<file path="config.mk">
export PLATFORM = sky130hd
export DESIGN_NAME = mwm_div_step
export DESIGN_NICKNAME = d
export VERILOG_FILES = /design/src/rtl/mwm_pkg.sv /design/src/rtl/mwm_div_step.sv
export SDC_FILE = /design/constraint.sdc
export NUM_CORES = 1
export LEC_CHECK = 0
export BUFFER_PORTS_ARGS = -buffer_cell sky130_fd_sc_hd__buf_2
export CAP_MARGIN = 5
export CORE_AREA = 2 2 210 212
export DETAILED_ROUTE_END_ITERATION = 6
export DIE_AREA = 0 0 212 214
export GPL_ROUTABILITY_DRIVEN = 1
export GPL_TIMING_DRIVEN = 1
export PLACE_DENSITY = 0.49
export RECOVER_POWER = 25
export SLEW_MARGIN = 20
export SYNTH_ARGS = -nofsm -noshare
export SYNTH_HDL_FRONTEND = slang
export SYNTH_SLANG_ARGS = --single-unit
</file>
<file path="constraint.sdc">
create_clock -name i_clk -period 3 [get_ports i_clk]
set_input_delay 0.45 -clock i_clk [delete_from_list [all_inputs] [get_ports i_clk]]
set_output_delay 0.45 -clock i_clk [all_outputs]
set_load 0.02 [all_outputs]
</file>
<file path="src/rtl/mwm_pkg.sv">
// Shared types and constants of the mecanum wheel mixer.
package mwm_pkg;

    // Field widths.
    localparam int unsigned NUM_WHEELS = 4;
    localparam int unsigned W_SPEED    = 16;
    localparam int unsigned W_LIMIT    = 15;
    localparam int unsigned W_IDX      = 3;

    // Configuration register indexes.
    localparam logic [W_IDX-1:0] CFG_LIMIT_FORWARD  = 3'd0;
    localparam logic [W_IDX-1:0] CFG_LIMIT_SIDEWAYS = 3'd1;
    localparam logic [W_IDX-1:0] CFG_LIMIT_TURN     = 3'd2;
    localparam logic [W_IDX-1:0] CFG_WHEEL_LIMIT    = 3'd3;
    localparam logic [W_IDX-1:0] CFG_WHEEL_LAYOUT   = 3'd4;

    // Wheel layout codes.
    localparam logic LAYOUT_STANDARD = 1'b0;
    localparam logic LAYOUT_OLD      = 1'b1;

    // Register reset values.
    localparam logic [W_LIMIT-1:0] LIMIT_RESET = 15'h7FFF;

    typedef logic [W_SPEED-1:0] t_word;
    typedef logic [W_LIMIT-1:0] t_limit;

    // Configuration register set.
    typedef struct packed {
        t_limit limit_forward;
        t_limit limit_sideways;
        t_limit limit_turn;
        t_limit wheel_limit;
        logic   wheel_layout;
    } t_cfg;

    // One item in flight through the scaling divider.
    typedef struct packed {
        logic                           scaled;
        logic [W_SPEED-1:0]             den;
        logic [NUM_WHEELS-1:0]          neg;
        logic [NUM_WHEELS-1:0][15:0]    w;
        logic [NUM_WHEELS-1:0][15:0]    rem;
        logic [NUM_WHEELS-1:0][14:0]    num;
        logic [NUM_WHEELS-1:0][14:0]    quo;
    } t_div_item;

    // One result item; wheel zero sits in the lowest bits.
    typedef struct packed {
        logic                           scaled;
        logic [NUM_WHEELS-1:0][15:0]    wheel;
    } t_result;

endpackage

</file>
<file path="src/rtl/mwm_div_step.sv">
// One quotient bit of the four-lane restoring divider.
module mwm_div_step
    import mwm_pkg::*;
(
    input  logic       i_clk,
    input  logic       i_rst_n,
    input  logic       i_en,
    input  logic       i_vld,
    input  t_div_item  i_item,
    output logic       o_vld,
    output t_div_item  o_item
);

    logic      r_vld;
    t_div_item r_item;
    t_div_item n_item;
    logic [16:0] trial [NUM_WHEELS];
    logic        ge    [NUM_WHEELS];

    // Shift in the next numerator bit and subtract the divisor where it fits.
    always_comb begin
        n_item = i_item;
        for (int k = 0; k < NUM_WHEELS; k++) begin
            trial[k] = {i_item.rem[k], i_item.num[k][14]};
            ge[k]    = trial[k] >= {1'b0, i_item.den};
            n_item.rem[k] = ge[k] ? 16'(trial[k] - {1'b0, i_item.den}) : trial[k][15:0];
            n_item.num[k] = {i_item.num[k][13:0], 1'b0};
            n_item.quo[k] = {i_item.quo[k][13:0], ge[k]};
        end
    end

    always_ff @(posedge i_clk) begin
        if (!i_rst_n) begin
            r_vld <= 1'b0;
        end else if (i_en) begin
            r_vld <= i_vld;
        end
    end

    always_ff @(posedge i_clk) begin
        if (i_en) begin
            r_item <= n_item;
        end
    end

    assign o_vld  = r_vld;
    assign o_item = r_item;

endmodule

</file>
==> results.sh <==
export IMPL_status="complete, but fails checks"
export IMPL_violations="capacitance limit, slew limit"
export IMPL_std_cell_rows=76
export IMPL_hpwl_um=38200
export IMPL_antenna_found_initial=36
export IMPL_setup_tns_ns=0
export IMPL_io_buffers=534
export IMPL_hold_path_class="input pin to flop"
export IMPL_synth_distinct_cells=59
export IMPL_wl_per_cell_um=22.9
export IMPL_yosys_area_top_type_share=0.673
export IMPL_cts_hold_buf=0
export IMPL_crit_chain="buf_2, inv_1, buf_4, ha_1, nor2b_1, o21ai_0, a21boi_0, o31ai_1, buf_4, a31oi_1, o21ai_0, nor3b_1, o31ai_1"
export IMPL_fin_skew_ns=0
export IMPL_async_flop_share=0
export IMPL_crit_path_end_kind="flop"
export IMPL_synth_area_top_cells="edfxtp_1, ha_1, mux2_2, xnor2_1, o21ai_0"
export IMPL_post_route_util=0.402
export IMPL_synthMuxAreaShare=0.0435
export IMPL_cts_sinks=266
export IMPL_irDropWorstVdd_v=0.000345
export IMPL_finalPower_w=0.0113
export IMPL_drc=0
export IMPL_yosys_area_share_simple=0.0639
export IMPL_drive_gt1_frac=0.488
export IMPL_r2r_slack_ns=2.41
export IMPL_synthXorXnorAreaFrac=0.0267
export IMPL_critical_path_class="input pin to flop"
export IMPL_seq_area_um2=7980
export IMPL_cts_tree="yes"
export IMPL_synth_compound_area_frac=0.0966
export IMPL_required_ns=3.27
export IMPL_period_needed_ns=2.69
export IMPL_first_pass_iters=5
export IMPL_dpl_cell_area_um2=16100
export IMPL_synth_ff_latch_count=266
export IMPL_nFillCells=4215
export IMPL_grt_usage=0.204
export IMPL_coreArea_um2=42900
export IMPL_synth_top_area_cell="edfxtp_1"
export IMPL_drtIter0Drc=423
export IMPL_arrival_ns=2.96
export IMPL_slowest_delay_ns=0.31
export IMPL_fin_area_um2=17200
export IMPL_synth_most_common_cell="edfxtp_1"
export IMPL_p_per_area_nw_per_um2=655
export IMPL_multi_input_area_um2=3620
export IMPL_critPathMaxFanout=4
export IMPL_clk_pin_slew_ns=0.06
export IMPL_htreeDepth=2
export IMPL_ant_nets=0
export IMPL_rsz0062_at_grt="false"
export IMPL_synth_edf_count=265
export IMPL_synth_top_family_by_area="compound AO/OA/AOI/OAI gates"
export IMPL_start_kind="input pin"
export IMPL_grt_pass1_vias=9642
export IMPL_die_w_um=212
export IMPL_finalSetupViolations=0
export IMPL_hold_violations=0
export IMPL_netlist_area_um2=11800
export IMPL_timing_final_crit_share=0.896
export IMPL_grt_max_degree=71
export IMPL_clockBufferDepth=3
export IMPL_yosysSeqAreaShare=0.675
export IMPL_drt_wl_total_um=47600
export IMPL_maxSlewViolCount=58
export IMPL_yosys_most_used_dff="edfxtp_1"
export IMPL_post_cts_buffers=0
export IMPL_maxCapViolations=1
export IMPL_synth_avg_cell_area_um2=15.0
export IMPL_synthCells=789
export IMPL_crit_path_top_delay_cell="ha_1"
export IMPL_nNetsFinal=1799
export IMPL_ys_warn_count=0
export IMPL_cts_buffers=35
export IMPL_cts_resized=0
export IMPL_syn2layout_area_growth_pct=45.8
export IMPL_start_util=0.276
export IMPL_clock_root_buffer="clkbuf_16"
export IMPL_insertion_delay_ns=0.55
export IMPL_place_congestion=0.876
export IMPL_leakagePower_nw=7.55
export IMPL_relSlewSlack=-0.203
export IMPL_grt_pass1_wl_um=66100
export IMPL_grt_overflow_total=0
export IMPL_via_per_inst=4.49
export IMPL_die_area_um2=45400
export IMPL_max_clock_freq_mhz=372
export IMPL_vias=9349
export IMPL_die_y_um=214
export IMPL_io_pins=543
export IMPL_synthAdderAreaFrac=0.0745
export IMPL_whs_ns=0.0745
export IMPL_synth_common_cells="edfxtp_1, ha_1, nor2_1"
export IMPL_tightest_slew_ns=1.80
==> placed cells by master (no fill, tap or decap), drive strengths merged, types with 4 or more instances in the layout <==
cell / n
and2: 4
fa: 4
nor2b: 13
diode: 12
nand2: 33
nand2b: 8
o21a: 13
buf: 618
a31o: 5
a21oi: 38
xnor2: 24
clkinv: 18
conb: 4
clkbuf: 61
ha: 64
a31oi: 4
a211oi: 4
a21boi: 5
o31ai: 8
inv: 39
edfxtp: 265
bufinv: 6
nand3: 5
or3: 6
a21o: 23
mux2i: 6
nor3: 15
xor2: 12
o21ai: 42
o211ai: 4
mux2: 38
nor2: 42
nor4: 4
nand4: 13
==> worst max-delay path, delay by kind of cell <==
| family | cells | cell delay, ns |
|---|---|---|
| AOI/OAI and AO/OA | 6 | 1.21 |
| buffers and inverters | 4 | 0.55 |
| and+or+nand+nor | 2 | 0.42 |
| adders and majority gates | 1 | 0.31 |
==> cells by family after synthesis <==
kind of cell,Yosys count
adder cells (fa/ha/maj),68
AO/OA/AOI/OAI,169
other,1
multiplexers,44
XOR/XNOR,36
flip-flops,266
AND/OR/NAND/NOR,153
buffers and inverters,52
==> power breakdown <==
| group | internal (W) | switching (W) |
|---|---|---|
| logic | 0.000929 | 0.00139 |
| registers | 0.00453 | 0.0000959 |
| clock network | 0.00266 | 0.00168 |
| total | 0.00812 | 0.00316 |
==> stage by stage <==
stage	setup slack (ns)	std cells
finish	0.312	2080
floorplan	0.190	792
detailed placement	-0.148	2006
CTS	0.412	2068
global route	0.0884	2073
global placement	-0.255	2006
==> layout make-up <==
cell class | instances | area share
Inverter | 39 | 0.00850
Clock buffer | 37 | 0.0513
Clock inverter | 25 | 0.0170
Sequential cell | 266 | 0.463
Multi-Input combinational cell | 474 | 0.210
Antenna cell | 12 | 0.00174
Timing Repair Buffer | 642 | 0.205
Tap cell | 585 | 0.0425
==> worst paths after layout <==
kind / cells after the start / endpoint / startpoint
setup reg to reg: 2 / o_vld / o_vld
setup / recovery: 13 / o_item[151] / i_item[253]
hold / removal: 1 / o_item[250] / i_item[250]
hold reg to reg: 2 / o_vld / o_vld
==> metal layers <==
layer | part of all wire | track usage | wire length (µm) | vias up
met5 | 0.0055 | 0 | 261 | -
met4 | 0.035 | 0.0812 | 1660 | 40
met3 | 0.11 | 0.104 | 5370 | 105
met2 | 0.48 | 0.343 | 22800 | 375
met1 | 0.37 | 0.216 | 17500 | 4442
li1 | - | - | - | 4387
==> flip-flops by register name, indices dropped and copies added (netlist names) <==
| signal | cells |
|---|---|
| o_item | 265 |
| o_vld | 1 |
(Power assumes the default switching activity.)
