==> src/rtl/mwm_pkg.sv <==
// Shared types and constants of the mecanum wheel mixer.
package mwm_pkg;

    // Field widths.
    localparam int unsigned NUM_WHEELS = 4;
    localparam int unsigned W_SPEED    = 16;
    localparam int unsigned W_LIMIT    = 15;
    localparam int unsigned W_IDX      = 3;

    // Configuration register indexes.
    localparam logic [W_IDX-1:0] CFG_LIMIT_FORWARD  = 3'd0;
    localparam logic [W_IDX-1:0] CFG_LIMIT_SIDEWAYS = 3'd1;
    localparam logic [W_IDX-1:0] CFG_LIMIT_TURN     = 3'd2;
    localparam logic [W_IDX-1:0] CFG_WHEEL_LIMIT    = 3'd3;
    localparam logic [W_IDX-1:0] CFG_WHEEL_LAYOUT   = 3'd4;

    // Wheel layout codes.
    localparam logic LAYOUT_STANDARD = 1'b0;
    localparam logic LAYOUT_OLD      = 1'b1;

    // Register reset values.
    localparam logic [W_LIMIT-1:0] LIMIT_RESET = 15'h7FFF;

    typedef logic [W_SPEED-1:0] t_word;
    typedef logic [W_LIMIT-1:0] t_limit;

    // Configuration register set.
    typedef struct packed {
        t_limit limit_forward;
        t_limit limit_sideways;
        t_limit limit_turn;
        t_limit wheel_limit;
        logic   wheel_layout;
    } t_cfg;

    // One item in flight through the scaling divider.
    typedef struct packed {
        logic                           scaled;
        logic [W_SPEED-1:0]             den;
        logic [NUM_WHEELS-1:0]          neg;
        logic [NUM_WHEELS-1:0][15:0]    w;
        logic [NUM_WHEELS-1:0][15:0]    rem;
        logic [NUM_WHEELS-1:0][14:0]    num;
        logic [NUM_WHEELS-1:0][14:0]    quo;
    } t_div_item;

    // One result item; wheel zero sits in the lowest bits.
    typedef struct packed {
        logic                           scaled;
        logic [NUM_WHEELS-1:0][15:0]    wheel;
    } t_result;

endpackage

==> src/rtl/mwm_front.sv <==
// Front stages: clamp, mix, saturate, magnitude, maximum and product.
module mwm_front
    import mwm_pkg::*;
(
    input  logic       i_clk,
    input  logic       i_rst_n,
    input  logic       i_en,
    input  logic       i_vld,
    input  t_word      i_forward,
    input  t_word      i_sideways,
    input  t_word      i_turn,
    input  t_cfg       i_cfg,
    output logic       o_vld,
    output t_div_item  o_item
);

    // Symmetric clamp of a signed command to a 15-bit limit.
    function automatic t_word clamp_sym(input t_word v, input t_limit lim);
        logic signed [15:0] sv;
        logic signed [15:0] hi;
        logic signed [15:0] lo;
        begin
            sv = $signed(v);
            hi = $signed({1'b0, lim});
            lo = -hi;
            if (sv > hi) begin
                clamp_sym = t_word'(hi);
            end else if (sv < lo) begin
                clamp_sym = t_word'(lo);
            end else begin
                clamp_sym = v;
            end
        end
    endfunction

    // Saturation of a mixed sum to the signed 16-bit range.
    function automatic t_word sat16(input logic signed [17:0] v);
        begin
            if (v > 18'sd32767) begin
                sat16 = 16'h7FFF;
            end else if (v < -18'sd32768) begin
                sat16 = 16'h8000;
            end else begin
                sat16 = v[15:0];
            end
        end
    endfunction

    logic                              r_vld [6];

    t_word                             r1_f, r1_s, r1_t;
    logic [NUM_WHEELS-1:0][15:0]       r2_w;
    logic [NUM_WHEELS-1:0][15:0]       r3_w, r3_mag;
    logic [NUM_WHEELS-1:0]             r3_neg;
    logic [NUM_WHEELS-1:0][15:0]       r4_w, r4_mag;
    logic [NUM_WHEELS-1:0]             r4_neg;
    logic [15:0]                       r4_m01, r4_m23;
    logic [NUM_WHEELS-1:0][15:0]       r5_w, r5_mag;
    logic [NUM_WHEELS-1:0]             r5_neg;
    logic [15:0]                       r5_max;
    logic                              r5_scaled;
    t_div_item                         r6_item;

    logic signed [17:0]                fx, sx, tx;
    logic signed [17:0]                n_sum [NUM_WHEELS];
    logic [15:0]                       n_max;
    t_div_item                         n_item;
    logic [30:0]                       n_prod [NUM_WHEELS];

    // Valid bits travel with the data.
    always_ff @(posedge i_clk) begin
        if (!i_rst_n) begin
            for (int k = 0; k < 6; k++) begin
                r_vld[k] <= 1'b0;
            end
        end else if (i_en) begin
            r_vld[0] <= i_vld;
            for (int k = 1; k < 6; k++) begin
                r_vld[k] <= r_vld[k-1];
            end
        end
    end

    // Mixing with the sign pattern of the selected layout.
    always_comb begin
        fx = 18'(signed'(r1_f));
        sx = 18'(signed'(r1_s));
        tx = 18'(signed'(r1_t));
        case (i_cfg.wheel_layout)
            LAYOUT_STANDARD: begin
                n_sum[0] =  fx + sx + tx;
                n_sum[1] = -fx + sx + tx;
                n_sum[2] =  fx - sx + tx;
                n_sum[3] = -fx - sx + tx;
            end
            LAYOUT_OLD: begin
                n_sum[0] = -fx + sx - tx;
                n_sum[1] = -fx - sx - tx;
                n_sum[2] =  fx - sx - tx;
                n_sum[3] =  fx + sx - tx;
            end
            default: begin
                n_sum[0] = '0;
                n_sum[1] = '0;
                n_sum[2] = '0;
                n_sum[3] = '0;
            end
        endcase
    end

    // Largest magnitude from the two pairwise maxima.
    always_comb begin
        n_max = (r4_m01 > r4_m23) ? r4_m01 : r4_m23;
    end

    // Products of each magnitude with the wheel limit start the division.
    always_comb begin
        n_item        = '0;
        n_item.scaled = r5_scaled;
        n_item.den    = r5_max;
        n_item.neg    = r5_neg;
        n_item.w      = r5_w;
        for (int k = 0; k < NUM_WHEELS; k++) begin
            n_prod[k]      = 31'(r5_mag[k] * {1'b0, i_cfg.wheel_limit});
            n_item.rem[k]  = n_prod[k][30:15];
            n_item.num[k]  = n_prod[k][14:0];
            n_item.quo[k]  = '0;
        end
    end

    // Payload stages.
    always_ff @(posedge i_clk) begin
        if (i_en) begin
            r1_f <= clamp_sym(i_forward,  i_cfg.limit_forward);
            r1_s <= clamp_sym(i_sideways, i_cfg.limit_sideways);
            r1_t <= clamp_sym(i_turn,     i_cfg.limit_turn);

            for (int k = 0; k < NUM_WHEELS; k++) begin
                r2_w[k] <= sat16(n_sum[k]);
            end

            r3_w <= r2_w;
            for (int k = 0; k < NUM_WHEELS; k++) begin
                r3_neg[k] <= r2_w[k][15];
                r3_mag[k] <= r2_w[k][15] ? 16'(-r2_w[k]) : r2_w[k];
            end

            r4_w   <= r3_w;
            r4_mag <= r3_mag;
            r4_neg <= r3_neg;
            r4_m01 <= (r3_mag[0] > r3_mag[1]) ? r3_mag[0] : r3_mag[1];
            r4_m23 <= (r3_mag[2] > r3_mag[3]) ? r3_mag[2] : r3_mag[3];

            r5_w      <= r4_w;
            r5_mag    <= r4_mag;
            r5_neg    <= r4_neg;
            r5_max    <= n_max;
            r5_scaled <= n_max > {1'b0, i_cfg.wheel_limit};

            r6_item <= n_item;
        end
    end

    assign o_vld  = r_vld[5];
    assign o_item = r6_item;

endmodule

==> config.mk <==
export PLATFORM = sky130hd
export DESIGN_NAME = mwm_front
export DESIGN_NICKNAME = d
export VERILOG_FILES = /design/src/rtl/mwm_pkg.sv /design/src/rtl/mwm_front.sv
export SDC_FILE = /design/constraint.sdc
export NUM_CORES = 2
export LEC_CHECK = 0
export BUFFER_PORTS_ARGS = -buffer_cell sky130_fd_sc_hd__clkbuf_2
export CORE_MARGIN = 3
export CORE_UTILIZATION = 59
export DETAILED_ROUTE_END_ITERATION = 8
export GPL_TIMING_DRIVEN = 0
export PLACE_DENSITY_LB_ADDON = 0.25
export SLEW_MARGIN = 40
export SYNTH_ARGS = -nofsm -noshare
export SYNTH_HDL_FRONTEND = slang
export SYNTH_SLANG_ARGS = --single-unit
==> constraint.sdc <==
create_clock -name i_clk -period 11.4 [get_ports i_clk]
set_clock_uncertainty 0.15 [all_clocks]
set_input_delay 0.57 -clock i_clk [delete_from_list [all_inputs] [get_ports i_clk]]
set_output_delay 0.57 -clock i_clk [all_outputs]
set_load 0.01 [all_outputs]
==> metrics.csv <==
stage,metric,value,unit
logic_synthesis,synth-xor-area-share,4.380,%
die,floorplan.core_area,0.1190,sq mm
drt,drt_first_pass_iters,6,
setup_path,rr_endpoint,o_item[135]$_DFFE_PP_,
timing,slew_viol_final,0,
drt,viasPerCell,5.741,
setup_path,startpoint,i_cfg[4],
cts,tritoncts.num_buffers,78,
cts,cts_setup_buffers,0,
drt,dr_total_vias,51740,
layout,multiInputGateArea,0.04399,sq mm
cts,clock_tree_from_tritoncts,built,
min_path,timing.hold.worst.class,primary input to flop,
cts,clkSinkCount,744,
cts,ctsRootBufferMaster,clkbuf_16,
global_routing,grt_antenna_before_repair,15,
logic_synthesis,dominantRegCellSynth,edfxtp_1,
logic_synthesis,yosys_warnings,0,
setup_path,r2r_slack,3.42,ns
layout,final_layout_size_suffix_gt1_share,9.619,%
drt,initialDrtViolationCount,4217,
timing,fmax,0.1250,GHz
setup_path,r2r_cells,21,
setup_path,capturing_element_of_the_worst_setup_path,o_item[135]$_DFFE_PP_,
logic_synthesis,post_synthesis_cell_type_count,105,
logic_synthesis,synth-edff-count,744,
timing,max_slew_margin,31.94,%
logic_synthesis,synthesis.instances,6883,
cts,ctsResizeCount,0,
timing,grt_setup_unrepaired,false,
timing,setup-tns-final,0,ns
die,chipHeight,353.9,um
cts,cts_hold_repair.buffers,0,
logic_synthesis,fraction_of_the_mapped_netlist_area_in_simple_logic_gates,12.91,%
layout,syn_to_final_growth,9.555,%
cts,clk_pin_slew,0.06,ns
placement,total_half_perimeter_wirelength_after_legalization_and_detailed_placement,167.0,mm
timing,fin_crit_sh,70.17,%
setup_path,worst_ep_required_time,11.68,ns
logic_synthesis,synth.area.mux_share,1.476,%
setup_path,r2r_start,r5_mag[7]$_DFFE_PP_,
drt,routed_wire_length_per_instance,23.00,um
global_routing,grt_first_pass_wirelength,314.1,mm
setup_path,setup.worst_path.start_class,primary input,
logic_synthesis,flops_latches_synth,744,
flow_run,max_cap_violations,0,
min_path,hold_start,i_vld,
layout,layout_fillers,9359,
setup_path,worst-path-max-fanout,10,
global_routing,overflow,0,
cts,clk_path_buf_depth,3,
die,ioPinCount,383,
drt,drc_errors,0,
timing,tightestPinTransition,1.010,ns
logic_synthesis,synth.avg_cell_area,10.37,sq um
die,rows,126,
cts,cts_htree_levels,3,
placement,finalWeightedCongestion,1.012,
layout,ff_latch_area,0.02234,sq mm
logic_synthesis,synth_top_family_by_area,adder cells,
drt,drt_wl_total,207.3,mm
setup_path,critPathCaptureType,flop,
placement,buffer_ports.inserted,307,
setup_path,critical_path_arrival,8.28,ns
die,dieWidth,353.9,um
logic_synthesis,synth-seq-area-share,31.29,%
die,initial_utilization,59.98,%
timing,layout_min_cycle_time,8.000,ns
global_routing,track_usage,33.35,%
setup_path,worst-setup-path-type,primary input to flop,
global_routing,grt_start_max_net_pins,81,
timing,hold_violations,0,
outcome,outcome,"finished, final reports clean",
global_routing,grt_pass1_vias,52680,
logic_synthesis,synth_compound_area_share,9.254,%
drt,antenna_left,0,
logic_synthesis,syn-cell-area,0.07139,sq mm
cts,insertion_delay,0.71,ns
layout,final_net_count,8914,
logic_synthesis,post_synth_arst_share,0,%
timing,setup_viol_count_final,0,
die,floorplan.die_area,0.1252,sq mm
logic_synthesis,yosys.area_share.adder,33.24,%
-- flip-flops by register name, summed over array words and instances (netlist names), 60 cells and up --
name	count
r4_w	61
r2_w	64
n_item	61
o_item	205
r3_mag	60
r3_w	61
r5_mag	60
r4_mag	60
-- metal layers --
| metal | wire length [um] | GRT usage (%) |
|---|---|---|
| met5 | 67 | 0 |
| met4 | 15150 | 20.81 |
| met3 | 15160 | 5.713 |
| met2 | 100200 | 56.52 |
| met1 | 76690 | 39.60 |
-- metrics by stage --
stage	hold WS (ns)	utilization, %	worst slack [ns]	instance area [sq um]	std cells
2_1_floorplan	0.2503	-	4.431	71610	6942
3_3_place_gp	0.2507	63.14	-2.906	75150	8849
3_5_place_dp	0.2545	63.47	2.686	75540	8862
4_1_cts	0.002979	65.68	3.431	78170	9001
5_1_grt	0.05166	65.69	3.100	78190	9002
6_report	0.05876	65.71	3.400	78210	9011
-- logic make-up after synthesis --
| logic type | Yosys count |
|---|---|
| adders and majority gates | 1458 |
| DFF | 744 |
| buffers and inverters | 1340 |
| xor gates and xnor gates | 354 |
| and+or+nand+nor | 1870 |
| AOI/OAI and AO/OA | 1018 |
| muxes | 98 |
| other | 1 |
-- worst max-delay path, cell delays in order --
cell and delay [ns]:
clkbuf_1 0.64, clkbuf_1 0.76, nand2_1 0.19, fa_1 0.58
inv_1 0.05, fa_1 0.46, fa_1 0.50, fa_1 0.56
inv_1 0.06, fa_1 0.48, inv_1 0.05, fa_1 0.44
ha_1 0.38, nand3_1 0.28, a211oi_1 0.68, a211oi_1 0.19
a211oi_1 0.48, o41ai_2 0.20, o211ai_1 0.28, a21oi_1 0.12
o21bai_1 0.17, xnor2_1 0.13
-- cells in the mapped netlist, types with 14 or more instances --
library cell / number / share of area (%)
inv_1: 1006 / 5.3
nand2_1: 760 / 4.0
edfxtp_1: 744 / 31
fa_1: 731 / 20
ha_1: 727 / 13
and2_1: 387 / 3.4
a21oi_1: 293 / 2.1
xnor2_1: 281 / 3.4
nor2_1: 260 / 1.4
clkbuf_1: 236 / 1.2
o21ai_0: 204 / 1.4
a21o_1: 95 / 1.0
xor2_1: 71 / 0.87
nor3_1: 70 / 0.49
buf_4: 66 / 0.69
nand2b_1: 65 / 0.57
o21a_1: 63 / 0.66
nand3_1: 55 / 0.39
mux2_2: 54 / 0.85
nor2b_1: 52 / 0.46
or3_1: 45 / 0.39
mux2i_1: 43 / 0.60
o21bai_1: 41 / 0.43
a211oi_1: 37 / 0.39
o31ai_1: 34 / 0.36
nand4_1: 31 / 0.27
o21ai_1: 28 / 0.20
and3_1: 27 / 0.24
nor4_1: 26 / 0.23
a22oi_1: 24 / 0.25
a31oi_1: 24 / 0.21
or2_2: 16 / 0.14
o211ai_1: 15 / 0.16
buf_2: 14 / 0.098
or3_4: 14 / 0.22
-- cell type report --
| class | instances | area share, % |
|---|---|---|
| diodes | 9 | 0.02879 |
| plain buffers | 325 | 2.000 |
| clock buffers | 95 | 2.604 |
| clock inverters | 44 | 0.7599 |
| inverters | 1015 | 4.871 |
| multi-input cells | 4858 | 56.25 |
| flip-flops and latches | 744 | 28.56 |
| well taps | 1600 | 2.560 |
| repair buffers | 321 | 2.363 |
-- cells in the final DEF, fill, tap and decap left out, types with 31 or more instances in the layout --
master	instances
edfxtp_1	744
nand2_1	760
xor2_1	71
conb_1	60
o21bai_1	41
nand4_1	31
o21ai_0	203
inv_1	1006
and2_1	387
a21o_1	95
o21a_1	63
clkbuf_16	79
nor2b_1	52
nand3_1	55
mux2i_1	43
clkbuf_2	357
o31ai_1	32
mux2_2	54
clkbuf_1	202
nor3_1	70
fa_1	731
a211oi_1	37
buf_4	69
or3_1	45
ha_1	727
xnor2_1	281
nand2b_1	65
a21oi_1	293
nor2_1	260
-- worst min-delay path by stage --
stage | to | slack, ns | cells after the start
final | r_vld[0][0]$_SDFFCE_PN0P_ | 0.06 | 2
after global routing | r_vld[0][0]$_SDFFCE_PN0P_ | 0.05 | 2
after CTS | r_vld[0][0]$_SDFFCE_PN0P_ | 0.003 | 2
after detailed placement | n_item[197]$_DFFE_PP_ | 0.25 | 0
after global placement | r5_mag[37]$_DFFE_PP_ | 0.25 | 0
after floorplan | n_item[184]$_DFFE_PP_ | 0.25 | 0
Power is not shown: default switching activity piles up to over one toggle a cycle in this logic, so the estimate is an artifact.
