==> src/rtl/mwm_pkg.sv <==
// Shared types and constants of the mecanum wheel mixer.
package mwm_pkg;

    // Field widths.
    localparam int unsigned NUM_WHEELS = 4;
    localparam int unsigned W_SPEED    = 16;
    localparam int unsigned W_LIMIT    = 15;
    localparam int unsigned W_IDX      = 3;

    // Configuration register indexes.
    localparam logic [W_IDX-1:0] CFG_LIMIT_FORWARD  = 3'd0;
    localparam logic [W_IDX-1:0] CFG_LIMIT_SIDEWAYS = 3'd1;
    localparam logic [W_IDX-1:0] CFG_LIMIT_TURN     = 3'd2;
    localparam logic [W_IDX-1:0] CFG_WHEEL_LIMIT    = 3'd3;
    localparam logic [W_IDX-1:0] CFG_WHEEL_LAYOUT   = 3'd4;

    // Wheel layout codes.
    localparam logic LAYOUT_STANDARD = 1'b0;
    localparam logic LAYOUT_OLD      = 1'b1;

    // Register reset values.
    localparam logic [W_LIMIT-1:0] LIMIT_RESET = 15'h7FFF;

    typedef logic [W_SPEED-1:0] t_word;
    typedef logic [W_LIMIT-1:0] t_limit;

    // Configuration register set.
    typedef struct packed {
        t_limit limit_forward;
        t_limit limit_sideways;
        t_limit limit_turn;
        t_limit wheel_limit;
        logic   wheel_layout;
    } t_cfg;

    // One item in flight through the scaling divider.
    typedef struct packed {
        logic                           scaled;
        logic [W_SPEED-1:0]             den;
        logic [NUM_WHEELS-1:0]          neg;
        logic [NUM_WHEELS-1:0][15:0]    w;
        logic [NUM_WHEELS-1:0][15:0]    rem;
        logic [NUM_WHEELS-1:0][14:0]    num;
        logic [NUM_WHEELS-1:0][14:0]    quo;
    } t_div_item;

    // One result item; wheel zero sits in the lowest bits.
    typedef struct packed {
        logic                           scaled;
        logic [NUM_WHEELS-1:0][15:0]    wheel;
    } t_result;

endpackage

==> src/rtl/mwm_out_buf.sv <==
// Sign restore, output register and skid stage.
module mwm_out_buf
    import mwm_pkg::*;
(
    input  logic       i_clk,
    input  logic       i_rst_n,
    input  logic       i_vld,
    input  t_div_item  i_item,
    output logic       o_en,
    output logic       o_tvalid,
    input  logic       i_tready,
    output t_result    o_data
);

    logic    r_out_vld, r_skid_vld;
    t_result r_out, r_skid;
    logic    n_out_vld, n_skid_vld;
    t_result n_out, n_skid;
    t_result res;
    logic [15:0] qmag [NUM_WHEELS];

    // Scaled wheels take the quotient with the original sign.
    always_comb begin
        res.scaled = i_item.scaled;
        for (int k = 0; k < NUM_WHEELS; k++) begin
            qmag[k] = {1'b0, i_item.quo[k]};
            if (!i_item.scaled) begin
                res.wheel[k] = i_item.w[k];
            end else if (i_item.neg[k]) begin
                res.wheel[k] = 16'(-qmag[k]);
            end else begin
                res.wheel[k] = qmag[k];
            end
        end
    end

    // The skid stage catches the item that leaves the pipeline while the
    // output register is held.
    always_comb begin
        n_out_vld  = r_out_vld;
        n_out      = r_out;
        n_skid_vld = r_skid_vld;
        n_skid     = r_skid;
        if (r_out_vld && i_tready) begin
            n_out_vld = 1'b0;
        end
        if (r_skid_vld) begin
            if (i_tready) begin
                n_out_vld  = 1'b1;
                n_out      = r_skid;
                n_skid_vld = 1'b0;
            end
        end else if (i_vld) begin
            if (!r_out_vld || i_tready) begin
                n_out_vld = 1'b1;
                n_out     = res;
            end else begin
                n_skid_vld = 1'b1;
                n_skid     = res;
            end
        end
    end

    always_ff @(posedge i_clk) begin
        if (!i_rst_n) begin
            r_out_vld  <= 1'b0;
            r_skid_vld <= 1'b0;
        end else begin
            r_out_vld  <= n_out_vld;
            r_skid_vld <= n_skid_vld;
        end
    end

    always_ff @(posedge i_clk) begin
        r_out  <= n_out;
        r_skid <= n_skid;
    end

    assign o_en     = ~r_skid_vld;
    assign o_tvalid = r_out_vld;
    assign o_data   = r_out;

endmodule

==> config.mk <==
export PLATFORM = sky130hd
export DESIGN_NAME = mwm_out_buf
export DESIGN_NICKNAME = d
export VERILOG_FILES = /design/src/rtl/mwm_pkg.sv /design/src/rtl/mwm_out_buf.sv
export SDC_FILE = /design/constraint.sdc
export NUM_CORES = 1
export LEC_CHECK = 0
export ABC_AREA = 1
export ABC_CLOCK_PERIOD_IN_PS = 4650
export BUFFER_PORTS_ARGS = -buffer_cell sky130_fd_sc_hd__buf_4
export CORE_AREA = 2 2 131 133
export CTS_CLUSTER_DIAMETER = 30
export DETAILED_ROUTE_END_ITERATION = 12
export DIE_AREA = 0 0 133 135
export PLACE_DENSITY = 0.85
export SLEW_MARGIN = 20
export SYNTH_ARGS = -nofsm -noshare
export SYNTH_HDL_FRONTEND = slang
export SYNTH_SLANG_ARGS = --single-unit
==> constraint.sdc <==
create_clock -name i_clk -period 4.65 [get_ports i_clk]
set_clock_uncertainty 0.2 [all_clocks]
set_input_delay 0.465 -clock i_clk [delete_from_list [all_inputs] [get_ports i_clk]]
set_output_delay 0.465 -clock i_clk [all_outputs]
set_load 0.05 [all_outputs]
==> results of run 1 <==
## worst max path at each step
stage                           from                   end  depth (start not counted)
2_1_floorplan    o_tvalid$_SDFF_PN0_   r_skid[0]$_DFFE_PP_                          4
3_3_place_gp   r_skid_vld$_SDFF_PN0_  o_data[45]$_DFFE_PP_                          3
3_5_place_dp   r_skid_vld$_SDFF_PN0_  o_data[45]$_DFFE_PP_                          3
4_1_cts        r_skid_vld$_SDFF_PN0_                  o_en                          2
5_1_grt        r_skid_vld$_SDFF_PN0_                  o_en                          2
6_report       r_skid_vld$_SDFF_PN0_                  o_en                          2
## cell usage in the layout (no fill, tap or decap), types with 2 or more instances in the layout
master and n:
nand2_1 300, buf_4 203, edfxtp_1 130, nand3_1 107, inv_1 63, nor2_1 33
or2_2 31, o21ai_0 31, and2_1 22, xor2_1 20, nand4_1 18, clkbuf_16 17
a21boi_0 9, a21oi_1 6, a31oi_1 6, o21ai_2 5, nand2_2 5, clkinv_4 5
o21a_1 4, o21ai_1 4, o211ai_1 4, ha_1 4, nor2_2 3, nor2_4 3
clkinvlp_4 3, bufinv_16 3, o21ai_4 2, inv_2 2, inv_6 2
## final cells by class
cell class	count	area [µm²]	share of cell area (%)
sequential	132	3950	40.9
multi-input combinational	621	3020	31.4
timing repair buffer	204	1540	16.0
clock buffer	18	429	4.45
tap	220	275	2.85
inverter	65	244	2.53
clock inverter	14	179	1.86
antenna	1	2.50	0.0260
## synth_stat cells, drive strengths merged
library cell	instances	share of area (%)
nor2	39	2.2
o21a	4	0.41
nand2	305	16
nand4	18	1.5
and2	22	1.9
dfxtp	2	0.54
a31oi	7	0.68
xor2	20	2.4
or2	31	2.6
nand3	108	7.4
o211ai	4	0.41
inv	65	3.3
buf	27	2.0
o21ai	42	3.4
edfxtp	130	53
a21oi	7	0.53
nand3b	1	0.10
ha	4	0.68
a21boi	9	0.91
clkbuf	10	0.51
## worst max-delay path, delay by kind of cell, from the launching register on
kind,cells,cell delay [ns]
buffers and inverters,2,0.93
flip-flops,1,0.88
## stage by stage
stage / instance area (µm²) / instances / total power [W]
floorplan: 7390 / 855 / 0.00190
global placement: 9030 / 1242 / 0.00213
detailed placement: 9030 / 1242 / 0.00214
CTS: 9640 / 1274 / 0.00353
global route: 9640 / 1274 / 0.00364
finish: 9640 / 1275 / 0.00351
## flip-flops by register name, summed over array words and instances, names as in the netlist
signal	flops
r_skid_vld	1
o_data	65
r_skid	65
o_tvalid	1
## cells by family (layout without fill, tap and decap cells)
logic type	count (synthesis)	in the layout	synth area share, %
DFF	132	132	53.4
other	0	1	0
buffers and inverters	102	301	5.86
and+or+nand+nor	524	524	31.4
adders and majority gates	4	4	0.678
xor gates and xnor gates	20	20	2.37
AOI/OAI and AO/OA	73	73	6.34
## power by group through the flow
stage | clock [W] | sequential (W) | combinational [W]
2_1_floorplan | 0 | 0.00164 | 0.000256
6_report | 0.00138 | 0.00144 | 0.000691
4_1_cts | 0.00141 | 0.00144 | 0.000690
3_5_place_dp | 0 | 0.00146 | 0.000686
3_3_place_gp | 0 | 0.00146 | 0.000672
5_1_grt | 0.00145 | 0.00144 | 0.000748
## routing by layer
| metal | GRT usage [%] | share of wire [%] |
|---|---|---|
| met2 | 33.9 | 46 |
| met4 | 9.56 | 2.5 |
| met3 | 4.28 | 7.8 |
| met5 | 0 | 0.052 |
| met1 | 28.4 | 44 |
==> results.sh, run 1 <==
export IMPL_clk_latency_ns=0.42
export IMPL_hold_depth=3
export IMPL_ys_seq_area_share_pct=53.4
export IMPL_postSynthAreaPerCell_um2=8.64
export IMPL_cts_tree="done"
export IMPL_power_share_combinational_pct=19.7
export IMPL_reg2regPathDepth=3
export IMPL_cts_resized=0
export IMPL_swShare_pct=28.8
export IMPL_grt_first_pass_wirelength_mm=29.9
export IMPL_cp_cell_sequence="inv_2 > buf_4"
export IMPL_dr_pass1_iters=5
export IMPL_holdPathEnd="r_skid_vld$_SDFF_PN0_"
export IMPL_p_switching_w=0.00101
export IMPL_first_global_vias=6097
export IMPL_reg2reg_from="r_skid_vld$_SDFF_PN0_"
export IMPL_critPathRequiredTime_ns=3.98
export IMPL_die_area_mm2=0.0180
export IMPL_wl_mm=19.2
export IMPL_reg2reg_to="o_data[41]$_DFFE_PP_"
export IMPL_dr_total_vias=6563
export IMPL_setup_viol=0
export IMPL_period_share_pct=62.5
export IMPL_yosys_warnings=0
export IMPL_slew_headroom_pct=36.2
export IMPL_std_cell_rows=47
export IMPL_synth_cell_area_mm2=0.00739
export IMPL_cts_buffers=17
export IMPL_cp_end_kind="primary output"
export IMPL_min_period_ns=2.90
export IMPL_overflow=0
export IMPL_remaining_drc_errors=0
export IMPL_worstHoldPathType="input port to register"
export IMPL_path_class="register to primary output"
export IMPL_irDropWorstVdd_uv=231
export IMPL_core_area_mm2=0.0164
export IMPL_clock_sinks=132
export IMPL_syn_nets=1132
export IMPL_tns_ns=0
export IMPL_r2r_setup_slack_ns=1.98
export IMPL_syn_inst=855
export IMPL_start_kind="register"
export IMPL_nets=1318
export IMPL_antenna_found_initial=2
export IMPL_clockPowerShare_pct=39.4
export IMPL_synth_distinct_cells=32
export IMPL_worst_slack_ns=1.75
export IMPL_arrival_ns=2.24
export IMPL_ant_nets=0
export IMPL_die_h_um=135
export IMPL_max_stage_delay_ns=0.88
export IMPL_holdCritStartpoint="i_rst_n"
export IMPL_grt_usage_pct=21.3
export IMPL_fillers=1440
export IMPL_critPathMaxFanout=43
export IMPL_wire_per_inst_um=15.1
export IMPL_slowest_stage="dfxtp_2"
export IMPL_viasPerCell=5.15
export IMPL_rsz0062_at_grt="false"
export IMPL_yosys_register_bits=132
export IMPL_finalHoldViolCount=0
export IMPL_cts_hold_buf=0
export IMPL_cts_root_buf="clkbuf_16"
export IMPL_status="completed"
export IMPL_area_growth_pct=30.6
export IMPL_numPortBuffers=199
export IMPL_drtIter0Drc=600
export IMPL_powerDensity_mw_per_mm2=364
export IMPL_hpwl_mm=13.3
export IMPL_p_leak_nw=4.32
export IMPL_intPower_w=0.00250
export IMPL_io_pins=340
export IMPL_clkTransAtPathRegs_ns=0.06
export IMPL_start_util_pct=45.0
export IMPL_die_w_um=133
export IMPL_htree_num_levels=4
export IMPL_drv_slew=0
export IMPL_layout_drive_gt1_share_pct=27.5
export IMPL_cts_setup_buffers=0
export IMPL_tightest_slew_ns=0.954
export IMPL_clk_path_buf_depth=2
export IMPL_max_cap_viol_count=0
export IMPL_hold_slack_ns=0.106
export IMPL_dp_slack_ns=1.95
export IMPL_gp_congestion=0.856
export IMPL_seqPwrFrac_pct=40.9
export IMPL_grt_max_degree=99
export IMPL_final_util_pct=58.8
export IMPL_fmax_ghz=0.344
(Power assumes the default switching activity.)
==> run 2: changes to the inputs <==
ABC_CLOCK_PERIOD_IN_PS = 2400   (was 4650)
CORE_AREA = 2 2 135 137   (was 2 2 131 133)
DIE_AREA = 0 0 137 139   (was 0 0 133 135)
PLACE_DENSITY = 0.84   (was 0.85)
clock period = 2.4 ns   (was 4.65 ns; I/O delays follow)
==> run 2 against run 1 <==
Effect of this change:
- via count is 0.55% lower
- flip-flop and latch count unchanged
- first-iteration DRC count fell by 26%
- critical path type is now input port to register
- critical endpoint is now r_skid[27]$_DFFE_PP_
- largest cell class unchanged
==> results.sh, run 2 (same netlist as run 1, synthesis figures left out) <==
export IMPL_grt_usage_pct=20.6
export IMPL_first_global_vias=6212
export IMPL_grt_max_degree=66
export IMPL_p_leak_nw=4.53
export IMPL_seqPwrFrac_pct=39.7
export IMPL_multi_input_area_mm2=0.00302
export IMPL_worst_slack_ns=0.498
export IMPL_clockPowerShare_pct=40.3
export IMPL_clk_latency_ns=0.41
export IMPL_seq_area_mm2=0.00395
export IMPL_max_cap_viol_count=0
export IMPL_stdcell_count=1324
export IMPL_period_share_pct=79.2
export IMPL_drtIter0Drc=446
export IMPL_critPathMaxFanout=65
export IMPL_irDropWorstVdd_uv=455
export IMPL_powerDensity_mw_per_mm2=690
export IMPL_layout_drive_gt1_share_pct=27.0
export IMPL_start_kind="input port"
export IMPL_intPower_w=0.00501
export IMPL_clk_path_buf_depth=2
export IMPL_tightest_slew_ns=0.485
export IMPL_overflow=0
export IMPL_fmax_ghz=0.526
export IMPL_std_cell_rows=49
export IMPL_rsz0062_at_grt="false"
export IMPL_io_pins=340
export IMPL_status="completed"
export IMPL_grt_first_pass_wirelength_mm=30.7
export IMPL_dr_total_vias=6527
export IMPL_clock_sinks=132
export IMPL_dp_cells=1255
export IMPL_htree_num_levels=4
export IMPL_fillers=1521
export IMPL_die_w_um=137
export IMPL_power_share_combinational_pct=20.0
export IMPL_dr_pass1_iters=5
export IMPL_hpwl_mm=13.3
export IMPL_cts_resized=0
export IMPL_layout_common_cells="nand2_1 (300), buf_4 (205), edfxtp_1 (130)"
export IMPL_critPathRequiredTime_ns=2.27
export IMPL_min_period_ns=1.90
export IMPL_drv_slew=0
export IMPL_area_growth_pct=36.9
export IMPL_gp_congestion=0.873
export IMPL_path_class="input port to register"
export IMPL_die_h_um=139
export IMPL_cts_root_buf="clkbuf_16"
export IMPL_clkTransAtPathRegs_ns=0.06
export IMPL_cts_buffers=17
export IMPL_wl_mm=19.3
export IMPL_nets=1359
export IMPL_worstHoldPathType="input port to register"
export IMPL_cts_tree="done"
export IMPL_dp_slack_ns=0.436
export IMPL_slew_headroom_pct=67.3
export IMPL_die_area_mm2=0.0190
export IMPL_numPortBuffers=199
export IMPL_p_switching_w=0.00197
export IMPL_core_area_mm2=0.0177
export IMPL_start_util_pct=41.8
export IMPL_viasPerCell=4.93
export IMPL_ant_nets=0
export IMPL_num_antenna_cells=0
export IMPL_setup_viol=0
export IMPL_p_total_w=0.00698
export IMPL_remaining_drc_errors=0
export IMPL_swShare_pct=28.2
export IMPL_final_common_cell="nand2_1"
export IMPL_tns_ns=0
export IMPL_arrival_ns=1.77
export IMPL_wire_per_inst_um=14.6
export IMPL_cp_end_kind="register"
export IMPL_finalHoldViolCount=0
export IMPL_antenna_found_initial=2
## run 2: cell types whose count changed in the layout (fill, tap and decap cells not counted), sizes merged
cell / change
clkbuf: -1
inv: +5
diode: -1
bufinv: +1
dlygate4sd3: +37
clkinv: -5
buf: +4
## run 2: what timing repair did
item	CTS	global route
hold buffers	37	0
setup buffers	0	0
endpoints found under the hold margin	39	0
endpoints found under the setup margin	0	0
## run 2: final cells by class
class | count | share of cell area, %
Multi-Input combinational cell | 621 | 29.9
Clock inverter | 15 | 2.14
Tap cell | 229 | 2.83
Sequential cell | 132 | 39.0
Clock buffer | 17 | 4.21
Inverter | 65 | 2.41
Timing Repair Buffer | 245 | 19.5
## run 2: power groups by stage
stage	Sequential (W)	Combinational [W]	Clock, W
final	0.00277	0.00140	0.00281
after global routing	0.00278	0.00153	0.00297
after CTS	0.00277	0.00140	0.00287
after detailed placement	0.00282	0.00135	0
after global placement	0.00281	0.00132	0
after floorplan	0.00318	0.000498	0
## run 2: worst paths after layout
path | startpoint | to | slack, ns | cells after the start
hold reg to reg | r_skid[21]$_DFFE_PP_ | o_data[21]$_DFFE_PP_ | 0.32 | 2
setup reg to reg | r_skid_vld$_SDFF_PN0_ | o_tvalid$_SDFF_PN0_ | 0.66 | 3
hold / removal | i_item[230] | r_skid[46]$_DFFE_PP_ | 0.01 | 3
setup / recovery | i_tready | r_skid[27]$_DFFE_PP_ | 0.50 | 8
## run 2: worst max-delay path, stage by stage
cell,delay [ns]
dlygate4sd3_1,0.53
buf_4,0.13
inv_1,0.06
nand2_1,0.06
inv_1,0.11
nand2_1,0.12
nor2_4,0.14
buf_12,0.34
## run 2: layer usage
| layer | up-vias | GRT usage [%] | part of all wire (%) |
|---|---|---|---|
| met5 | - | 0 | 0.17 |
| met4 | 4 | 7.76 | 2.0 |
| met3 | 31 | 4.86 | 7.6 |
| met2 | 233 | 32.7 | 46 |
| met1 | 2951 | 27.2 | 44 |
| li1 | 3308 | - | - |
## run 2: per-stage QoR
| stage | hold slack [ns] | utilization [%] | area (µm²) |
|---|---|---|---|
| after floorplan | 0.139 | - | 7400 |
| after global placement | 0.270 | 51.5 | 9100 |
| after detailed placement | 0.279 | 51.5 | 9100 |
| after CTS | 0.000773 | 57.3 | 10100 |
| after global routing | 0.0151 | 57.3 | 10100 |
| final | 0.0146 | 57.3 | 10100 |
